`src/rtl/core/graph_node_key_sorter_defines.svh`:
```
// Assertion macros for the graph node key sorter.
// No dependencies; included by the modules that carry assertions.
`ifndef GRAPH_NODE_KEY_SORTER_DEFINES_SVH
`define GRAPH_NODE_KEY_SORTER_DEFINES_SVH

// Same-cycle implication, clocked on clk, off during reset.
`define GNKS_ASSERT_NOW(lbl, ante, cons, msg) \
	lbl: assert property (@(posedge clk) disable iff (!arst_n) (ante) |-> (cons)) \
		else $error(msg);

// Next-cycle implication, clocked on clk, off during reset.
`define GNKS_ASSERT_NEXT(lbl, ante, cons, msg) \
	lbl: assert property (@(posedge clk) disable iff (!arst_n) (ante) |=> (cons)) \
		else $error(msg);

`endif

```
`src/rtl/core/gnks_ram.sv`:
```
// Generic simple dual-port RAM: one write port, one registered read port.
// No dependencies.
module gnks_ram #(
	parameter int WIDTH = 8,
	parameter int DEPTH = 64
) (
	input  logic                     clk,
	input  logic                     we,
	input  logic [$clog2(DEPTH)-1:0] waddr,
	input  logic [WIDTH-1:0]         wdata,
	input  logic [$clog2(DEPTH)-1:0] raddr,
	output logic [WIDTH-1:0]         rdata
);

	logic [WIDTH-1:0] mem [DEPTH];

	always_ff @(posedge clk) begin
		if (we) begin
			mem[waddr] <= wdata;
		end
		rdata <= mem[raddr];
	end

endmodule

```
`config.mk`:
```
export PLATFORM = sky130hd
export DESIGN_NAME = gnks_ram
export DESIGN_NICKNAME = d
export VERILOG_FILES = /design/src/rtl/core/graph_node_key_sorter_defines.svh /design/src/rtl/core/gnks_ram.sv
export SDC_FILE = /design/constraint.sdc
export NUM_CORES = 1
export LEC_CHECK = 0
export BUFFER_PORTS_ARGS = -buffer_cell sky130_fd_sc_hd__buf_2
export CAP_MARGIN = 30
export CORE_ASPECT_RATIO = 0.7
export CORE_MARGIN = 10
export CORE_UTILIZATION = 35
export CTS_CLUSTER_DIAMETER = 200
export DETAILED_ROUTE_END_ITERATION = 7
export PLACE_DENSITY = 0.61
export SYNTH_ARGS = -nofsm -noshare
export SYNTH_HDL_FRONTEND = slang
export SYNTH_SLANG_ARGS = --single-unit
```
`constraint.sdc`:
```
create_clock -name clk -period 4.84 [get_ports clk]
set_input_delay 0.968 -clock clk [delete_from_list [all_inputs] [get_ports clk]]
set_output_delay 0.968 -clock clk [all_outputs]
set_load 0.01 [all_outputs]
```
==> results.py <==
metrics = {
    "die": {
        "io_pins": 30,
        "die-area_um2": 67800,
        "start_util_pct": 35.4,
        "die_w_um": 307,
        "coreArea_um2": 56900,
        "rows": 73,
        "die_y_um": 221,
    },
    "synthesis": {
        "synthCells": 940,
        "syn_avg_cell_area_um2": 21.5,
        "seq_area_frac_synth_pct": 77.0,
        "ys_types": 40,
        "synth-seq-cells": 520,
        "synth_nets": 962,
        "yosysWarnings": 0,
        "netlist_area_um2": 20200,
    },
    "layout": {
        "final_cell_mix": "512 x edfxtp_1, 126 x mux4_2, 83 x nor2_1, 49 x clkbuf_16, 26 x buf_2",
        "final_common_cell": "edfxtp_1",
        "syn_to_final_growth_pct": 12.6,
        "layout-drive-gt1-share_pct": 24.9,
        "stdcell_area_um2": 22700,
        "nNetsFinal": 1015,
        "final_util_pct": 39.9,
    },
    "placed_design": {
        "place_congestion": 0.809,
        "dpl-instance-area_um2": 21200,
        "dpl_worst_slack_ns": 1.16,
        "dp_hpwl_mm": 29.5,
        "io_buffers": 29,
    },
    "drt": {
        "wl_mm": 47.6,
        "drc": 0,
        "dr.pass1.iters": 5,
        "avgViaCountPerCell": 5.43,
        "vias": 9685,
        "routedWlPerCell_um": 26.7,
        "antenna_left": 0,
        "drtIter0Drc": 1160,
    },
    "setup_path": {
        "reg2reg_setup_slack_ns": 2.55,
        "reg2reg_depth": 4,
        "end_kind": "register",
        "crit_type": "in -> reg",
        "r2r-end": "rdata[0]$_DFF_P_",
        "cp_max_fo": 57,
        "cp-start-kind": "input port",
        "arrival_ns": 3.45,
        "crit_start": "raddr[2]",
        "r2r-start": "mem[47][0]$_DFFE_PP_",
        "worstPathRequired_ns": 5.26,
        "endpoint": "rdata[0]$_DFF_P_",
    },
    "sta": {
        "grt_setup_unrepaired": "false",
        "fmax_mhz": 330,
        "setup_tns_ns": 0,
        "finalSetupViolCount": 0,
        "period_share_pct": 62.6,
        "slew_headroom_pct": 31.7,
        "layout_setup_ws_ns": 1.81,
        "drv_slew": 0,
        "fin_crit_ns": 3.03,
        "final.setup_skew_ns": 0.0240,
        "hold_viol": 0,
        "worstMarginPinSlew_ns": 1.02,
    },
    "hold_path": {
        "min_path_cells": 3,
        "worstHoldStart": "raddr[5]",
        "holdCritPathClass": "in -> reg",
    },
    "cts": {
        "clock_latency_ns": 0.57,
        "cts_setup_buffers": 0,
        "cts_buffers": 47,
        "cts_buffer_depth": 3,
        "ctsHoldBuffers": 0,
        "cts_tree": "done",
        "htree_levels": 2,
        "clock-root-buffer": "clkbuf_16",
        "ctsResizeCount": 0,
        "clk_pin_slew_worst_paths_ns": 0.06,
        "cts_sinks": 520,
    },
    "global_route": {
        "grt_max_degree": 65,
        "grt_pass1_wl_mm": 69.3,
        "track_usage_pct": 13.8,
        "grt_antenna_before_repair": 2,
        "grt_pass1_vias": 9603,
        "grt-ovfl-total": 0,
    },
    "power_and_ir_drop": {
        "power_leakage_nw": 6.95,
        "ir_drop_mv": 0.220,
        "p_per_area_nw_per_um2": 404,
    },
    "outcome": {
        "outcome": "completed",
    },
    "flow_run": {
        "drv_cap": 0,
    },
}
==> where the power goes <==
part           switching [mW]  internal [mW]  leakage [nW]
combinational           0.296          0.175          1.55
sequential             0.0223           4.98          4.67
clock                    1.62           2.07         0.720
total                    1.94           7.23          6.95
==> cells in the mapped netlist, drive strengths merged <==
cell type	count	area, um2
edfxtp	512	15400
a21oi	3	15.0
buf	34	253
o2111ai	3	26.3
mux4	126	2840
nand2b	7	43.8
and2	1	6.26
a211oi	4	30.0
o32ai	2	17.5
nor3	7	35.0
nor2	83	312
nand3	13	65.1
o221a	2	22.5
o21ai	4	20.0
o311ai	1	8.76
mux2	13	146
o21a	2	15.0
a2111oi	2	17.5
a31oi	1	6.26
nand4	2	12.5
nor2b	14	87.6
nand3b	3	22.5
nand4b	1	8.76
a221oi	6	52.6
o22ai	8	50.1
o221ai	8	70.1
o2bb2ai	3	26.3
nor4	2	12.5
a22oi	3	22.5
clkbuf	17	63.8
dfxtp	8	160
or3	1	6.26
o41ai	2	17.5
mux2i	23	230
nand2	19	71.3
==> flip-flops by register name, summed over array words and instances, names as in the netlist <==
| name | count |
|---|---|
| rdata | 8 |
| mem | 512 |
==> cell type report <==
cell class	instances	area, um2
repair buffers	55	424
multi-input cells	369	4320
well taps	750	938
diodes	2	5.00
clock buffers	63	1280
flip-flops and latches	520	15500
fillers	5001	34200
clock inverters	24	218
==> routing by layer <==
layer  wire, um  GRT usage, %
met1      22800          21.6
met2      19900          18.4
met3       4000          3.65
met4        813          3.16
met5        105          1.02
==> stage by stage <==
step / power [mW] / hold slack [ns] / cells
5_1_grt: 9.44 / 0.865 / 1782
3_5_place_dp: 5.58 / 0.840 / 1690
3_3_place_gp: 5.56 / 0.809 / 1686
4_1_cts: 9.23 / 0.827 / 1777
6_report: 9.17 / 0.852 / 1783
2_1_floorplan: 5.36 / 0.718 / 940
==> critical path: stages <==
cell and delay [ns]:
buf_4 0.66, mux4_2 0.42, mux2_2 0.30, a221oi_1 0.88, o2bb2ai_1 0.15
==> cell families after synthesis <==
logic type / after synthesis / share of synthesized area [%]
mux: 162 / 15.9
buf+inv: 51 / 1.57
compound gates: 54 / 2.07
flops: 520 / 77.0
simple gates: 153 / 3.39
==> worst min-delay path by stage <==
stage	to	slack (ns)
4_1_cts	mem[48][7]$_DFFE_PP_	0.83
3_5_place_dp	rdata[4]$_DFF_P_	0.84
2_1_floorplan	rdata[0]$_DFF_P_	0.72
6_report	rdata[1]$_DFF_P_	0.85
3_3_place_gp	rdata[6]$_DFF_P_	0.81
5_1_grt	rdata[1]$_DFF_P_	0.87
No activity file was read; power rests on OpenSTA's default activity.
