==> config.mk <==
export PLATFORM = sky130hd
export DESIGN_NAME = gnks_cmp
export DESIGN_NICKNAME = d
export VERILOG_FILES = /design/src/rtl/core/graph_node_key_sorter_defines.svh /design/src/rtl/core/gnks_pkg.sv /design/src/rtl/core/gnks_cmp.sv
export SDC_FILE = /design/constraint.sdc
export NUM_CORES = 1
export LEC_CHECK = 0
export BUFFER_PORTS_ARGS = -buffer_cell sky130_fd_sc_hd__buf_4
export CAP_MARGIN = 15
export CELL_PAD_IN_SITES_DETAIL_PLACEMENT = 1
export CELL_PAD_IN_SITES_GLOBAL_PLACEMENT = 2
export CORE_AREA = 4 4 163 165
export DETAILED_ROUTE_END_ITERATION = 8
export DIE_AREA = 0 0 167 169
export PLACE_DENSITY = 0.88
export SLEW_MARGIN = 20
export SYNTH_ARGS = -nofsm -noshare
export SYNTH_HDL_FRONTEND = slang
export SYNTH_SLANG_ARGS = --single-unit
==> constraint.sdc <==
create_clock -name vclk -period 2.5
set_clock_uncertainty 0.05 [all_clocks]
set_input_delay 0.125 -clock vclk [all_inputs]
set_output_delay 0.125 -clock vclk [all_outputs]
set_load 0.03 [all_outputs]
==> src/rtl/core/graph_node_key_sorter_defines.svh <==
// Assertion macros for the graph node key sorter.
// No dependencies; included by the modules that carry assertions.
`ifndef GRAPH_NODE_KEY_SORTER_DEFINES_SVH
`define GRAPH_NODE_KEY_SORTER_DEFINES_SVH

// Same-cycle implication, clocked on clk, off during reset.
`define GNKS_ASSERT_NOW(lbl, ante, cons, msg) \
	lbl: assert property (@(posedge clk) disable iff (!arst_n) (ante) |-> (cons)) \
		else $error(msg);

// Next-cycle implication, clocked on clk, off during reset.
`define GNKS_ASSERT_NEXT(lbl, ante, cons, msg) \
	lbl: assert property (@(posedge clk) disable iff (!arst_n) (ante) |=> (cons)) \
		else $error(msg);

`endif

==> src/rtl/core/gnks_pkg.sv <==
// Shared types, codes and helpers for the graph node key sorter.
// No dependencies.
package gnks_pkg;

	localparam int MAX_NODES_DEF = 64;
	localparam int VAL_W         = 64;
	localparam int POS_W         = 6;
	localparam int IDX_W         = 8;

	localparam logic KIND_LOAD    = 1'b0;
	localparam logic KIND_REMAP   = 1'b1;
	localparam logic RES_ORDER    = 1'b0;
	localparam logic RES_REMAP    = 1'b1;
	localparam logic MODE_NEWEST  = 1'b0;
	localparam logic MODE_OLDEST  = 1'b1;

	// Sort key, most significant part first.
	typedef struct packed {
		logic [VAL_W-1:0] tkey;
		logic [VAL_W-1:0] aid;
		logic [VAL_W-1:0] iid;
	} key_t;

	typedef struct packed {
		logic lt;
		logic gt;
	} cmp_res_t;

	typedef enum logic [3:0] {
		S_IDLE,
		S_REMAP,
		S_KEY_RD,
		S_KEY_CAP,
		S_CMP_RD,
		S_CMP,
		S_PLACE,
		S_EMIT_RD,
		S_EMIT
	} state_t;

	// Strictly positive as two's complement.
	function automatic logic is_positive(input logic [VAL_W-1:0] v);
		return !v[VAL_W-1] && (|v);
	endfunction

endpackage

==> src/rtl/core/gnks_cmp.sv <==
// Shared key comparator: signed lexicographic compare of two sort keys.
// Depends on gnks_pkg.
module gnks_cmp import gnks_pkg::*; (
	input  key_t     left,
	input  key_t     right,
	output cmp_res_t res
);

	logic t_lt, t_gt, a_lt, a_gt, i_lt, i_gt;

	always_comb begin
		t_lt = $signed(left.tkey) < $signed(right.tkey);
		t_gt = $signed(left.tkey) > $signed(right.tkey);
		a_lt = $signed(left.aid) < $signed(right.aid);
		a_gt = $signed(left.aid) > $signed(right.aid);
		i_lt = $signed(left.iid) < $signed(right.iid);
		i_gt = $signed(left.iid) > $signed(right.iid);
		res.lt = t_lt || (!t_gt && (a_lt || (!a_gt && i_lt)));
		res.gt = t_gt || (!t_lt && (a_gt || (!a_lt && i_gt)));
	end

endmodule

==> results.md <==
* Fin crit share at 112%
* Yosys Warn Count at 0
* Nets at 1725
* Multi-input gate area at 4540 µm²
* First-pass GRT wire length at 36800 µm
* Synthesized area per cell at 7.07 µm²
* Pwr Density at 155 nW/µm²
* Commonest non-fill, non-tap cell in the layout: buf_4
* Initial core utilization at 19.8%
* Setup slack after placement at -0.608 ns
* Critical path launch point type: input pin
* Mux share of post-synthesis cell area at 0.403%
* DR vias at 6618
* Synthesized area at 4970 µm²
* Die Wd at 167 µm
* First drt pass iteration count at 4
* Fill count at 3152
* Syn nets at 1279
* Cells on Worst Hold Path at 6
* Final setup vio count at 2
* Worst Path Arrival at 2.63 ns
* Fmax at 356 MHz
* Crit Path Category: in -> out
* Sequential standard cell area at 0 µm²
* Final GP Congestion at 0.883
* Hold_ws at 0.966 ns
* Hold Vio Cnt, Final at 0
* Drt first-iter violations at 110
* Leakage at 5.27 nW
* Hold endpoint: res[1]
* Die area at 28200 µm²
* Status: finished, violations left
* Critical Path RT at 2.33 ns
* Total gr overflow at 0
* Port Buf Inserts at 386
* Antenna-violating nets left at 0
* Synth Area in Simple Gates at 17.7%
* RSZ-0062 raised after global routing: true
* Crit Path Max Fanout at 3
* Cell variety after synth at 45
* Final Max Tran Viols at 0
* Peak VDD IR at 0.110 mV
* CP Capture Type: primary output
* Worst Hold Class: in -> out
* Share of cells above drive strength 1 at 43.8%
* Area Overhead vs Synth at 83.6%
* Fin area at 9120 µm²
* Critical Path Start: left[98]
* Post-Route WL at 23900 µm
* Post-DP Area at 8680 µm²
* Failing checks: negative setup slack
* Pin count of the biggest net entering global routing at 5
* Routed len/inst at 16.2 µm
* GRT Overall Usage at 15.9%
* Num sequential at 0
* Die Span Y at 169 µm
* Max-cap violations at 0
* Number of clock buffers in the layout at 0
* I/O pin cnt at 386
* Worst hold start: left[63]
* Post-Synth Adder-Cell Area at 48.4%
* Minimum clock period at 2.81 ns
* Mapped Cells at 703
* Seq/Total Area, Yosys at 0%
* Setup ws final at -0.307 ns
* Xor/xnor share of the synthesized area at 0.176%
* Drt drc at 0
* Via density at 4.48
* Initial antenna violation count at 0
* Synth Area in Compound Gates at 18.4%
* Hpwl dp at 22500 µm
* Dominant combinational cell family by area after synthesis: adder cells
* Vias in the first global route at 7465
* Diode count at 0
* Slew HR at 75.3%
* CORE AREA at 25000 µm²
* Most frequent cells in the layout: buf_4, inv_1, ha_1
* Row cnt at 58
* Tot Pwr at 1.41 mW
* Worst slew pin tran at 0.370 ns
[stage by stage]
step,utilization [%],instances,TNS [ns]
after global placement,34.7,1472,-1.21
after global routing,36.4,1477,-0.993
after detailed placement,34.7,1472,-1.16
after floorplan,-,703,0
final,36.4,1477,-0.605
after CTS,35.9,1476,-0.567
[cells in the mapped netlist, drive strengths merged, types with 3 or more instances]
cell type / instances / area, µm²
inv: 198 / 743
a22oi: 3 / 22.5
a21o: 13 / 98.9
and4: 8 / 71.3
o211ai: 4 / 30.0
nor2b: 3 / 18.8
a211oi: 5 / 37.5
a221oi: 7 / 61.3
nor2: 9 / 33.8
nor4: 9 / 62.6
ha: 192 / 2400
a21oi: 79 / 395
or3: 3 / 18.8
nand2: 47 / 184
o21ai: 23 / 115
o21a: 3 / 22.5
nor3: 10 / 50.1
nand4: 40 / 263
nand3: 21 / 105
[cell type report]
| cell class | count | share of cell area (%) |
|---|---|---|
| tap | 330 | 4.53 |
| timing repair buffer | 444 | 37.3 |
| multi-input combinational | 505 | 49.8 |
| inverter | 198 | 8.34 |
[how the worst max path moves through the flow]
stage,end,cells past startpoint
detailed placement,res[0],12
global route,res[0],13
finish,res[0],12
floorplan,res[0],10
CTS,res[0],12
global placement,res[0],12
[what timing repair did]
item                       4_1_cts  5_1_grt
pin swaps                       24        9
hold buffers                     0        0
buffers inserted                 4        1
setup endpoints to repair        2        2
resized for setup               44       32
[metal layers]
layer,routed length (µm),vias up,global-route usage (%)
met5,0,-,0
met4,545,0,3.27
met3,2300,30,5.09
met2,12500,278,31.6
met1,8580,2957,16.3
li1,-,3353,-
[power breakdown]
part / total (mW) / leakage (nW) / internal [mW] / switching, mW
clock network: 0 / 0 / 0 / 0
registers: 0 / 0 / 0 / 0
logic: 1.41 / 5.27 / 0.826 / 0.583
total: 1.41 / 5.27 / 0.826 / 0.583
[critical path, stage by stage]
cell	delay, ns
buf_4	0.12
ha_4	0.26
nand4_1	0.17
nor4_4	0.37
buf_4	0.17
nand4_1	0.16
a311oi_2	0.27
nor4_2	0.08
mux2i_1	0.13
or3_4	0.41
o21ba_4	0.24
buf_6	0.12
[cells by family (layout without fill, tap and decap cells)]
family                   count (synthesis)  count (layout)
XOR/XNOR                                 1               1
buffers and inverters                  198             642
multiplexers                             2               2
AO/OA/AOI/OAI                          152             152
adder cells (fa/ha/maj)                192             192
AND/OR/NAND/NOR                        158             158
Power figures use the tool's default switching activity.
